===== src/rtl/sac_pkg.sv =====
// sac_pkg: shared types and constants of the sink accretion classifier
// used by the queue, front, back and top level; depends on nothing
package sac_pkg;

  localparam int unsigned AXES       = 3;
  localparam int unsigned ROOT_STEPS = 32;
  localparam int unsigned DIV_STEPS  = 64;

  // configuration register indexes
  localparam logic [2:0] REG_HOLE_X    = 3'd0;
  localparam logic [2:0] REG_HOLE_Y    = 3'd1;
  localparam logic [2:0] REG_HOLE_Z    = 3'd2;
  localparam logic [2:0] REG_GRAV_MASS = 3'd3;
  localparam logic [2:0] REG_SOFTEN_SQ = 3'd4;
  localparam logic [2:0] REG_SINK_RAD  = 3'd5;
  localparam logic [2:0] REG_SINK_ON   = 3'd6;

  localparam logic [47:0] GRAV_MASS_RST = 48'd6553600000;
  localparam logic [62:0] SOFTEN_SQ_RST = 63'd4295;
  localparam logic [62:0] SINK_RAD_RST  = 63'd107374;

  // one classified particle handed from front to back
  typedef struct packed {
    logic        pass;   // passed sink enable, ghost, radius and inflow tests
    logic [63:0] rs;     // r2 + soften_sq, saturated
    logic [46:0] ke;     // 0.5 |v|^2, Q31.16
    logic [31:0] mass;
  } sac_job_t;

  typedef enum logic [1:0] {
    B_IDLE,
    B_ROOT,
    B_DIV,
    B_DONE
  } sac_back_state_t;

endpackage


===== src/rtl/sac_queue.sv =====
// sac_queue: small first-in first-out queue of classified particles
// depends on sac_pkg for the job type
module sac_queue #(
  parameter int unsigned DEPTH = 2
) (
  input  logic              clk,
  input  logic              rst,
  input  logic              push,
  input  sac_pkg::sac_job_t push_job,
  output logic              not_full,
  input  logic              pop,
  output sac_pkg::sac_job_t pop_job,
  output logic              not_empty
);

  localparam int unsigned PW = (DEPTH > 1) ? $clog2(DEPTH) : 1;
  localparam int unsigned CW = $clog2(DEPTH + 1);
  localparam logic [PW-1:0] LAST = PW'(DEPTH - 1);
  localparam logic [CW-1:0] FULL = CW'(DEPTH);

  sac_pkg::sac_job_t mem [DEPTH];
  logic [PW-1:0] wr_ptr;
  logic [PW-1:0] rd_ptr;
  logic [CW-1:0] fill;

  assign not_full  = (fill != FULL);
  assign not_empty = (fill != '0);
  assign pop_job   = mem[rd_ptr];

  // storage
  always_ff @(posedge clk) begin
    if (push) begin
      mem[wr_ptr] <= push_job;
    end
  end

  // pointers and fill count
  always_ff @(posedge clk) begin
    if (rst) begin
      wr_ptr <= '0;
      rd_ptr <= '0;
      fill   <= '0;
    end else begin
      if (push) begin
        wr_ptr <= (wr_ptr == LAST) ? '0 : wr_ptr + 1'b1;
      end
      if (pop) begin
        rd_ptr <= (rd_ptr == LAST) ? '0 : rd_ptr + 1'b1;
      end
      if (push && !pop) begin
        fill <= fill + 1'b1;
      end else if (pop && !push) begin
        fill <= fill - 1'b1;
      end
    end
  end

endmodule


===== config.mk =====
export PLATFORM = sky130hd
export DESIGN_NAME = sac_queue
export DESIGN_NICKNAME = d
export VERILOG_FILES = /design/src/rtl/sac_pkg.sv /design/src/rtl/sac_queue.sv
export SDC_FILE = /design/constraint.sdc
export NUM_CORES = 1
export LEC_CHECK = 0
export BUFFER_PORTS_ARGS = -buffer_cell sky130_fd_sc_hd__buf_4
export CORE_MARGIN = 2
export CORE_UTILIZATION = 52
export DETAILED_ROUTE_END_ITERATION = 16
export PLACE_DENSITY = 0.79
export SETUP_SLACK_MARGIN = 0.05
export SLEW_MARGIN = 20
export SYNTH_ARGS = -nofsm -noshare
export SYNTH_HDL_FRONTEND = slang
export SYNTH_SLANG_ARGS = --single-unit

===== constraint.sdc =====
create_clock -name clk -period 9.1 [get_ports clk]
set_input_delay 0.91 -clock clk [delete_from_list [all_inputs] [get_ports clk]]
set_output_delay 0.91 -clock clk [all_outputs]
set_load 0.01 [all_outputs]

==> impl_summary.txt <==
----------------------------------------------------
[Run status]
  Outcome ... completed

[Clocking]
  CTS Buf Count ... 29
  Setup bufs post-CTS ... 0
  Number of levels in the clock H-tree ... 1
  Clock insertion delay at the later pin of the skew report ... 0.53 ns
  Sink Count ... 293
  Cell at the root of the clock tree ... clkbuf_16
  Count of instances resized after the clock tree is built ... 0
  Bufs on Longest Clock Path ... 3
  Clk pin slew, worst setup/hold paths ... 0.06 ns
  Clock tree from TritonCTS ... built
  Cts-stage hold buffer count ... 0

[Cells and area]
  Share of post-route cells with drive strength above 1 ... 61.0%
  Filler Cell Count ... 1286
  Net count reported at finish ... 934
  Number of inserted diodes ... 0
  Area delta synth->final ... 31.9%

[Floorplanning]
  Die Outline Area ... 22000 µm²
  Y dimension of the die ... 148 µm
  Ports placed on the boundary ... 294
  Floorplan row count ... 52
  Core Box Area ... 20400 µm²
  Initial standard-cell utilization of the core ... 53.2%
  X dimension of the die ... 148 µm

[Setup path]
  Arrival time of the worst setup path ... 2.64 ns
  Crit-path max FO ... 67
  WP data required ... 8.19 ns
  Worst r2r path cells ... 3
  Nature of the critical path endpoint ... primary output
  Crit Path Category ... reg -> out
  Worst setup SP type ... flop

[Synthesis]
  Instance count of the mapped netlist ... 470
  Cell area after synthesis ... 10800 µm²
  Number of synthesized register bits ... 293
  Synthesized area per cell ... 23.0 µm²
  Count of different cell masters after synthesis ... 18
  Post-Synthesis Net Count ... 619
  Yosys synthesis warning count ... 0
  Fraction of the yosys area taken by sequential cells ... 80.8%

[GRT]
  Wire length of the first global-routing pass ... 30.3 mm
  Overall overflow remaining after global route ... 0
  Combined global-route utilization of all metal layers ... 17.8%
  Number of antenna violations at the first check in global routing ... 0
  Pin count of the biggest net entering global routing ... 90
  Via count of the first global-routing pass ... 5823

[Detailed routing]
  Initial drt markers ... 224
  Final antenna-violating net count ... 0
  Total wire length ... 20.4 mm
  Remaining routing DRC violations ... 0
  Post-DR wirelength/cell ... 18.9 µm
  Routed vias/inst ... 5.06
  Total vias in the final route ... 5451
  Length of the first detailed-routing pass in iterations ... 4

[Power]
  Maximum vdd ir drop ... 0.210 mV
  Overall power consumption ... 3.15 mW
  Lkg Pwr ... 5.49 nW
  Total power density per cell area ... 221 nW/µm²

[Timing]
  Worst rel slew slack ... 35.6%
  Setup violation total in the final timing report ... 0
  FMAX ... 282 MHz
  Final setup margin ... 5.55 ns
  Hold slack final ... 0.519 ns
  Total count of hold-check failures in the final report ... 0
  Post-route fraction of the period consumed by the critical path ... 39.0%
  Slew at the pin closest to its max-slew limit ... 0.967 ns
  Final period demand of the worst path ... 3.55 ns
  Worst setup skew after layout ... 0.0237 ns
  RSZ-0062 raised after global routing ... no
  Final slew viol count ... 0
  Post-Route Setup TNS ... 0 ns

[Placement]
  Number of input and output port buffers inserted ... 293
  Gp weighted congestion ... 0.744
  Detailed-placement wirelength estimate ... 13.7 mm
  Pre-CTS WS ... 5.89 ns

[Job]
  Maximum Capacitance Violations ... 0

[Worst hold path]
  Hold depth ... 2
  Worst min-delay path category ... reg -> reg

----------------------------------------------------
==> final cells by class <==
cell class                 instances  area (µm²)  share of cell area [%]
clock inverter                    14         145                    1.02
timing repair buffer             300        2290                    16.0
multi-input combinational        160        1960                    13.7
sequential                       293        8750                    61.3
tap                              270         338                    2.36
clock buffer                      39         793                    5.55
inverter                           1        3.75                  0.0263
==> cell usage after synthesis, drive strengths merged <==
| library cell | number | area share, % |
|---|---|---|
| nor2 | 4 | 0.14 |
| nor2b | 1 | 0.058 |
| xor2 | 2 | 0.16 |
| ha | 1 | 0.12 |
| or3 | 1 | 0.058 |
| o21ai | 1 | 0.046 |
| or2 | 1 | 0.058 |
| edfxtp | 288 | 80 |
| mux2 | 144 | 17 |
| buf | 16 | 1.2 |
| nand2b | 1 | 0.058 |
| a21oi | 1 | 0.046 |
| inv | 1 | 0.035 |
| and2 | 1 | 0.058 |
| dfxtp | 5 | 0.92 |
| xnor2 | 2 | 0.16 |
==> state kept, by name, indices dropped and copies added, names as in the netlist, named ones only <==
register	count
fill	2
mem	288
rd_ptr	1
wr_ptr	1
==> routing by layer <==
layer | up-vias | wire length [µm] | share of wire [%] | GRT usage (%)
met5 | - | 0 | 0 | 0
met1 | 2660 | 7660 | 38 | 21.7
met4 | 0 | 518 | 2.5 | 5.19
li1 | 2498 | - | - | -
met3 | 42 | 1900 | 9.3 | 5.64
met2 | 251 | 10300 | 51 | 30.7
==> cell families (layout without fill, tap and decap cells) <==
| kind of cell | Yosys count | after routing | share of synthesized area [%] |
|---|---|---|---|
| AOI/OAI and AO/OA | 2 | 2 | 0.0923 |
| and+or+nand+nor | 9 | 9 | 0.427 |
| DFF | 293 | 293 | 80.8 |
| buffers and inverters | 17 | 354 | 1.24 |
| muxes | 144 | 144 | 17.0 |
| adders and majority gates | 1 | 1 | 0.115 |
| xor gates and xnor gates | 4 | 4 | 0.323 |
==> report_power, final <==
group          internal, mW  switching [mW]
Sequential             1.58          0.0254
Clock                 0.693           0.457
Combinational         0.222           0.177
Total                  2.49           0.660
==> cells in the final DEF (no fill, tap or decap) <==
| master | netlist | routed |
|---|---|---|
| clkinv_1 | 0 | 2 |
| nor2_1 | 4 | 4 |
| mux2_2 | 84 | 84 |
| dfxtp_1 | 5 | 4 |
| nand2b_1 | 1 | 1 |
| or2_2 | 1 | 1 |
| clkinv_2 | 0 | 8 |
| xor2_1 | 2 | 2 |
| mux2_4 | 60 | 60 |
| nor2b_4 | 0 | 1 |
| bufinv_16 | 0 | 3 |
| o21ai_0 | 1 | 1 |
| clkbuf_8 | 0 | 3 |
| a21oi_1 | 1 | 1 |
| inv_1 | 1 | 1 |
| and2_4 | 0 | 1 |
| clkinvlp_4 | 0 | 1 |
| or3_1 | 1 | 1 |
| buf_4 | 0 | 298 |
| clkbuf_1 | 0 | 7 |
| ha_1 | 1 | 1 |
| dfxtp_4 | 0 | 1 |
| buf_16 | 0 | 2 |
| xnor2_1 | 2 | 2 |
| clkbuf_16 | 0 | 29 |
| edfxtp_1 | 288 | 288 |
==> worst max-delay path, stage by stage, from the launching register on <==
cell and delay [ns]:
dfxtp_4 0.64, buf_4 0.79, mux2_2 0.44, buf_4 0.15
==> per-stage QoR <==
step | utilization, % | instances | cell area [µm²]
after global routing | 70.1 | 1077 | 14300
after global placement | 65.3 | 1022 | 13300
final | 70.1 | 1077 | 14300
after CTS | 69.9 | 1075 | 14200
after floorplan | - | 470 | 10800
after detailed placement | 65.3 | 1022 | 13300
==> worst paths after layout <==
path,startpoint,endpoint,slack (ns)
worst min register to register,rd_ptr$_SDFFE_PP0P_,rd_ptr$_SDFFE_PP0P_,0.52
worst max register to register,wr_ptr$_SDFFE_PP0P_,mem[1][43]$_DFFE_PP_,6.72
worst min-delay path,rd_ptr$_SDFFE_PP0P_,rd_ptr$_SDFFE_PP0P_,0.52
worst max-delay path,flop,pop_job[53],5.55
No activity file was read; power rests on OpenSTA's default activity.
