**src/rtl/sac_pkg.sv**
```systemverilog
// sac_pkg: shared types and constants of the sink accretion classifier
// used by the queue, front, back and top level; depends on nothing
package sac_pkg;

  localparam int unsigned AXES       = 3;
  localparam int unsigned ROOT_STEPS = 32;
  localparam int unsigned DIV_STEPS  = 64;

  // configuration register indexes
  localparam logic [2:0] REG_HOLE_X    = 3'd0;
  localparam logic [2:0] REG_HOLE_Y    = 3'd1;
  localparam logic [2:0] REG_HOLE_Z    = 3'd2;
  localparam logic [2:0] REG_GRAV_MASS = 3'd3;
  localparam logic [2:0] REG_SOFTEN_SQ = 3'd4;
  localparam logic [2:0] REG_SINK_RAD  = 3'd5;
  localparam logic [2:0] REG_SINK_ON   = 3'd6;

  localparam logic [47:0] GRAV_MASS_RST = 48'd6553600000;
  localparam logic [62:0] SOFTEN_SQ_RST = 63'd4295;
  localparam logic [62:0] SINK_RAD_RST  = 63'd107374;

  // one classified particle handed from front to back
  typedef struct packed {
    logic        pass;   // passed sink enable, ghost, radius and inflow tests
    logic [63:0] rs;     // r2 + soften_sq, saturated
    logic [46:0] ke;     // 0.5 |v|^2, Q31.16
    logic [31:0] mass;
  } sac_job_t;

  typedef enum logic [1:0] {
    B_IDLE,
    B_ROOT,
    B_DIV,
    B_DONE
  } sac_back_state_t;

endpackage

```
**src/rtl/sac_back.sv**
```systemverilog
// sac_back: square root and divide for the binding test, then the
// saturating totals and the result register; uses sac_pkg
module sac_back (
  input  logic              clk,
  input  logic              rst,
  input  sac_pkg::sac_job_t job,
  input  logic              job_valid,
  output logic              job_pop,
  input  logic [47:0]       grav_mass,
  output logic              out_valid,
  input  logic              out_ready,
  output logic              out_accrete,
  output logic [31:0]       out_count,
  output logic [47:0]       out_mass
);

  sac_pkg::sac_back_state_t state, state_next;

  logic        pass;
  logic [46:0] ke;
  logic [31:0] mass;
  logic [63:0] rad;
  logic [33:0] rem;
  logic [31:0] root;
  logic [5:0]  cnt;
  logic [63:0] dvd;
  logic [32:0] drem;
  logic [63:0] quo;
  logic [31:0] total_count;
  logic [47:0] total_mass;

  logic [33:0] rem_sh, trial;
  logic        root_ge;
  logic [32:0] drem_sh;
  logic        div_ge;
  logic        finish, hit, root_last, div_last;
  logic [48:0] mass_sum;

  assign rem_sh    = {rem[31:0], rad[63:62]};
  assign trial     = {root, 2'b01};
  assign root_ge   = rem_sh >= trial;
  assign drem_sh   = {drem[31:0], dvd[63]};
  assign div_ge    = drem_sh >= {1'b0, root};
  assign root_last = cnt == 6'(sac_pkg::ROOT_STEPS - 1);
  assign div_last  = cnt == 6'(sac_pkg::DIV_STEPS - 1);
  assign hit       = pass && ((root == '0) || ({17'd0, ke} < quo));
  assign mass_sum  = {1'b0, total_mass} + 49'(mass);

  // next state
  always_comb begin
    state_next = state;
    unique case (state)
      sac_pkg::B_IDLE: if (job_valid) state_next = job.pass ? sac_pkg::B_ROOT : sac_pkg::B_DONE;
      sac_pkg::B_ROOT: if (root_last) state_next = sac_pkg::B_DIV;
      sac_pkg::B_DIV:  if (root == '0 || div_last) state_next = sac_pkg::B_DONE;
      sac_pkg::B_DONE: if (!out_valid || out_ready) state_next = sac_pkg::B_IDLE;
      default:         state_next = sac_pkg::B_IDLE;
    endcase
  end

  // outputs of the sequencer
  always_comb begin
    job_pop = 1'b0;
    finish  = 1'b0;
    unique case (state)
      sac_pkg::B_IDLE: job_pop = job_valid;
      sac_pkg::B_DONE: finish  = !out_valid || out_ready;
      default: ;
    endcase
  end

  always_ff @(posedge clk) begin
    if (rst) begin
      state <= sac_pkg::B_IDLE;
    end else begin
      state <= state_next;
    end
  end

  // root and divide datapath
  always_ff @(posedge clk) begin
    if (job_pop) begin
      pass <= job.pass;
      ke   <= job.ke;
      mass <= job.mass;
      rad  <= job.rs;
      rem  <= '0;
      root <= '0;
      cnt  <= '0;
    end else if (state == sac_pkg::B_ROOT) begin
      rad  <= {rad[61:0], 2'b00};
      rem  <= root_ge ? rem_sh - trial : rem_sh;
      root <= {root[30:0], root_ge};
      cnt  <= root_last ? '0 : cnt + 1'b1;
      dvd  <= {grav_mass, 16'd0};
      drem <= '0;
    end else if (state == sac_pkg::B_DIV) begin
      dvd  <= {dvd[62:0], 1'b0};
      drem <= div_ge ? drem_sh - {1'b0, root} : drem_sh;
      quo  <= {quo[62:0], div_ge};
      cnt  <= cnt + 1'b1;
    end
  end

  // running totals
  always_ff @(posedge clk) begin
    if (rst) begin
      total_count <= '0;
      total_mass  <= '0;
    end else if (finish && hit) begin
      if (total_count != '1) total_count <= total_count + 1'b1;
      total_mass <= mass_sum[48] ? '1 : mass_sum[47:0];
    end
  end

  // result register
  always_ff @(posedge clk) begin
    if (rst) begin
      out_valid <= 1'b0;
    end else if (finish) begin
      out_valid <= 1'b1;
    end else if (out_ready) begin
      out_valid <= 1'b0;
    end
  end

  always_ff @(posedge clk) begin
    if (finish) begin
      out_accrete <= hit;
      out_count   <= (hit && total_count != '1) ? total_count + 1'b1 : total_count;
      out_mass    <= hit ? (mass_sum[48] ? '1 : mass_sum[47:0]) : total_mass;
    end
  end

endmodule

```
**config.mk**
```make
export PLATFORM = sky130hd
export DESIGN_NAME = sac_back
export DESIGN_NICKNAME = d
export VERILOG_FILES = /design/src/rtl/sac_pkg.sv /design/src/rtl/sac_back.sv
export SDC_FILE = /design/constraint.sdc
export NUM_CORES = 1
export LEC_CHECK = 0
export BUFFER_PORTS_ARGS = -buffer_cell sky130_fd_sc_hd__buf_2
export CAP_MARGIN = 20
export CORE_ASPECT_RATIO = 0.6
export CORE_MARGIN = 2
export CORE_UTILIZATION = 35
export CTS_CLUSTER_SIZE = 8
export DETAILED_ROUTE_END_ITERATION = 8
export PLACE_DENSITY = 0.57
export SYNTH_ARGS = -nofsm -noshare
export SYNTH_HDL_FRONTEND = slang
export SYNTH_SLANG_ARGS = --single-unit
```
**constraint.sdc**
```tcl
create_clock -name clk -period 11.7 [get_ports clk]
set_input_delay 0.585 -clock clk [delete_from_list [all_inputs] [get_ports clk]]
set_output_delay 0.585 -clock clk [all_outputs]
set_load 0.05 [all_outputs]
```
==> impl_metrics.csv <==
group,metric,value,unit
clock_network,clockBufferDepth,3,
detailed_routing,first_iter_violations,1937,
clock_network,cts-resized-gates,0,
critical_path,r2r-end,"out_mass[41]",
clock_network,cts_root_buf,"clkbuf_16",
timing,rsz0062_at_grt,"no",
global_routing,globalRouteOverflowTotal,0,
timing,max_freq,237,MHz
timing,fin_ws,7.49,ns
critical_path,end_kind,"register",
clock_network,cts_tree,"built",
floorplan,die_height,217,um
cells_and_area,seq_area,14100,um^2
floorplan,core_area,75300,um^2
critical_path,crit_path_start_kind,"register",
clock_network,path_clk_slew,0.05,ns
detailed_routing,wl_per_cell,17.6,um
detailed_routing,viasPerCell,5.20,
clock_network,htree_levels,3,
synth,ys_ff_latch,522,
timing,fin_setup_tns,0,ns
hold_path,min_to,"mass[22]",
cells_and_area,fin_nets,3166,
floorplan,fp.dieArea,78300,um^2
critical_path,worstPathCellList,"ha_1 > a21o_1 > a21o_1 > a21oi_1 > o21ai_0 > a211oi_1 > o21ai_0 > a21oi_4 > buf_4 > buf_4 > and2_1 > and2_1 > a21oi_1",
run_status,status,"finished, final reports clean",
cells_and_area,multi_input_area,11600,um^2
synth,yosysUniqueCellTypes,80,
synth,ys.warnings.count,0,
detailed_routing,wirelength,68.4,mm
clock_network,cts_num_sinks,522,
global_routing,track_usage,0.171,
critical_path,arrival,4.57,ns
cells_and_area,design_area,31200,um^2
critical_path,reg2reg_slack,7.49,ns
place,place_ws,7.45,ns
synth,syn_nets,2904,
place,dpl_cell_area,29000,um^2
place,gp_congestion,0.889,
critical_path,r2r-start,"ke[13]",
place,io_buffers,278,
critical_path,crit_slowest_cell,"buf_4",
synth,seq_area_frac_synth,0.532,
power_and_ir_drop,pwr_density_cell,265,nW/um^2
floorplan,die_x,360,um
global_routing,grt_pass1_vias,19202,
floorplan,rows,78,
critical_path,rr_worst_depth,13,
hold_path,min_path_type,"in -> reg",
power_and_ir_drop,ir_drop,0.158,mV
timing,hold_viol,0,
place,hpwl,47.2,mm
timing,finClkSkew,0.0315,ns
hold_path,hold_path.startpoint,"job[22]",
place,dp_cells,3740,
critical_path,critical-path-max-stage-delay,0.67,ns
detailed_routing,ant_nets,0,
synth,synth_cells,2555,
clock_network,clock_latency,0.64,ns
detailed_routing,first_pass_iters,5,
global_routing,antenna_found_initial,4,
critical_path,critPathMaxFanout,75,
timing,setup_viol,0,
cells_and_area,areaGrowthSynthToFinish,17.2,%
floorplan,ios,279,
timing,fin_crit,4.21,ns
synth,async_reset_ff_frac,0,
critical_path,worstPathRequired,12.06,ns
timing,max-slew-margin-rel,0.269,
power_and_ir_drop,leakagePower,12.5,nW
timing,finalCritPeriodShare,0.360,
hold_path,hold_depth,1,
critical_path,crit_family,"compound AO/OA/AOI/OAI gates",
detailed_routing,drc,0,
critical_path,critPathKind,"reg -> reg",
critical_path,path_buf_inv,2,
synth,synth.avg_cell_area,10.4,um^2
cells_and_area,n_fill_cell,7196,
cells_and_area,instances_no_fill,3878,
cells_and_area,drive_gt1_frac,0.162,
synth,ys.flop_type,"edfxtp_1",
clock_network,cts_setup_buffers,0,
detailed_routing,vias,20165,
global_routing,grt_max_degree,85,
timing,drv_slew,0,
synth,synth_edf_count,369,
clock_network,numCtsBuffers,75,
global_routing,grt_pass1_wl,107,mm
flow_run,cap_violations,0,
timing,worst_pin_slew,1.10,ns
critical_path,critPathLaunch,"ke[13]",
synth,synthesis.area,26600,um^2
floorplan,start_util,0.353,
clock_network,hold_buffers,0,
==> how the worst max path moves through the flow <==
stage                         to  slack [ns]  cells after the start
finish              out_mass[41]        7.49                     13
global route        out_mass[47]        7.16                     13
CTS                 out_mass[41]        7.43                     13
detailed placement  out_mass[41]        7.45                     13
global placement    out_mass[37]        7.52                     14
floorplan                job_pop        7.22                      6
==> layer usage <==
| layer | vias up | routed length (um) | GRT usage |
|---|---|---|---|
| met4 | 2 | 1280 | 0.0438 |
| met1 | 9684 | 34300 | 0.257 |
| met3 | 93 | 4850 | 0.0447 |
| met5 | - | 13 | 0 |
| li1 | 9759 | - | - |
| met2 | 627 | 28000 | 0.239 |
==> cell type report <==
class	instances	area share
diodes	2	0.000161
clock buffers	131	0.0680
clock inverters	5	0.00225
inverters	116	0.0142
multi-input cells	1807	0.373
flip-flops and latches	522	0.454
well taps	1000	0.0402
repair buffers	295	0.0488
==> stage by stage <==
stage	power, W	util	hold slack, ns
after floorplan	0.00544	-	0.417
after global placement	0.00612	0.384	0.429
after detailed placement	0.00621	0.384	0.432
after CTS	0.00831	0.413	0.0813
after global routing	0.00883	0.413	0.0866
final	0.00826	0.414	0.122
==> kinds of logic after synthesis <==
group | Yosys count | synth area share
buf+inv | 226 | 0.0339
xor+xnor | 133 | 0.0438
simple gates | 882 | 0.149
mux | 98 | 0.0392
flops | 522 | 0.532
fa+ha+maj | 153 | 0.0726
compound gates | 541 | 0.130
==> cells in the final DEF, fill, tap and decap left out, drive strengths merged, types with 5 or more instances in the layout <==
cell type / netlist / routed
a211oi: 71 / 71
a21o: 56 / 56
a21oi: 211 / 211
a311oi: 8 / 8
a31oi: 27 / 27
a41oi: 5 / 5
and2: 20 / 20
and3: 29 / 29
and4: 8 / 8
buf: 35 / 295
clkbuf: 75 / 131
dfxtp: 153 / 153
edfxtp: 369 / 369
ha: 151 / 151
inv: 116 / 118
mux2: 48 / 48
mux2i: 50 / 50
nand2: 280 / 280
nand2b: 15 / 15
nand3: 63 / 63
nand4: 36 / 36
nor2: 328 / 328
nor2b: 20 / 20
nor3: 34 / 34
nor4: 17 / 17
o211ai: 5 / 5
o21a: 19 / 19
o21ai: 75 / 75
o21bai: 10 / 10
o31ai: 13 / 13
or2: 6 / 6
or3: 15 / 15
or4: 7 / 7
xnor2: 64 / 64
xor2: 69 / 69
==> Yosys cell counts, types with 3 or more instances <==
master     count  area, um^2
o31ai_1       13        97.6
dfxtp_1      153        3060
xor2_1        69         604
a21oi_1      211        1060
nand3_1       62         310
a31oi_1       27         169
a211oi_1      68         510
buf_1          7        26.3
xnor2_1       64         561
a311oi_1       7        61.3
and2_1        18         113
or3_1         15        93.8
nor2_1       327        1230
and3_1        29         181
mux2i_1       50         500
nor4b_1        3        26.3
o21bai_1      10        75.1
mux2_2        48         541
nor4_1        16         100
nand2_1      279        1050
a21o_1        56         420
o21ai_1        5        25.0
or4_1          7        52.6
nand4_1       36         225
o211ai_1       5        37.5
clkbuf_1      74         278
ha_1         151        1890
inv_1        114         428
or2_2          5        31.3
nor2b_1       20         125
nor3_1        32         160
nand2b_1      15        93.8
a211o_1        4        35.0
and4_1         8        70.1
o2111ai_1      4        35.0
o21ai_0       69         345
edfxtp_1     369       11100
a21boi_0       3        22.5
o21a_1        19         143
a41oi_1        5        43.8
buf_2         24         120
==> power breakdown <==
part	leakage (nW)	switching [W]	internal [W]
logic	6.71	0.00205	0.00123
registers	4.73	0.000210	0.00272
clock network	1.04	0.000830	0.00122
total	12.5	0.00309	0.00517
==> registers in the layout (all words and copies together), names as in the netlist, 2 cells and up <==
name,cells
out_count,32
cnt,6
mass,32
rem,32
root,32
quo,64
rad,64
out_mass,48
total_mass,48
ke,47
dvd,48
total_count,32
state,2
drem,32
No activity file was read; power rests on OpenSTA's default activity.
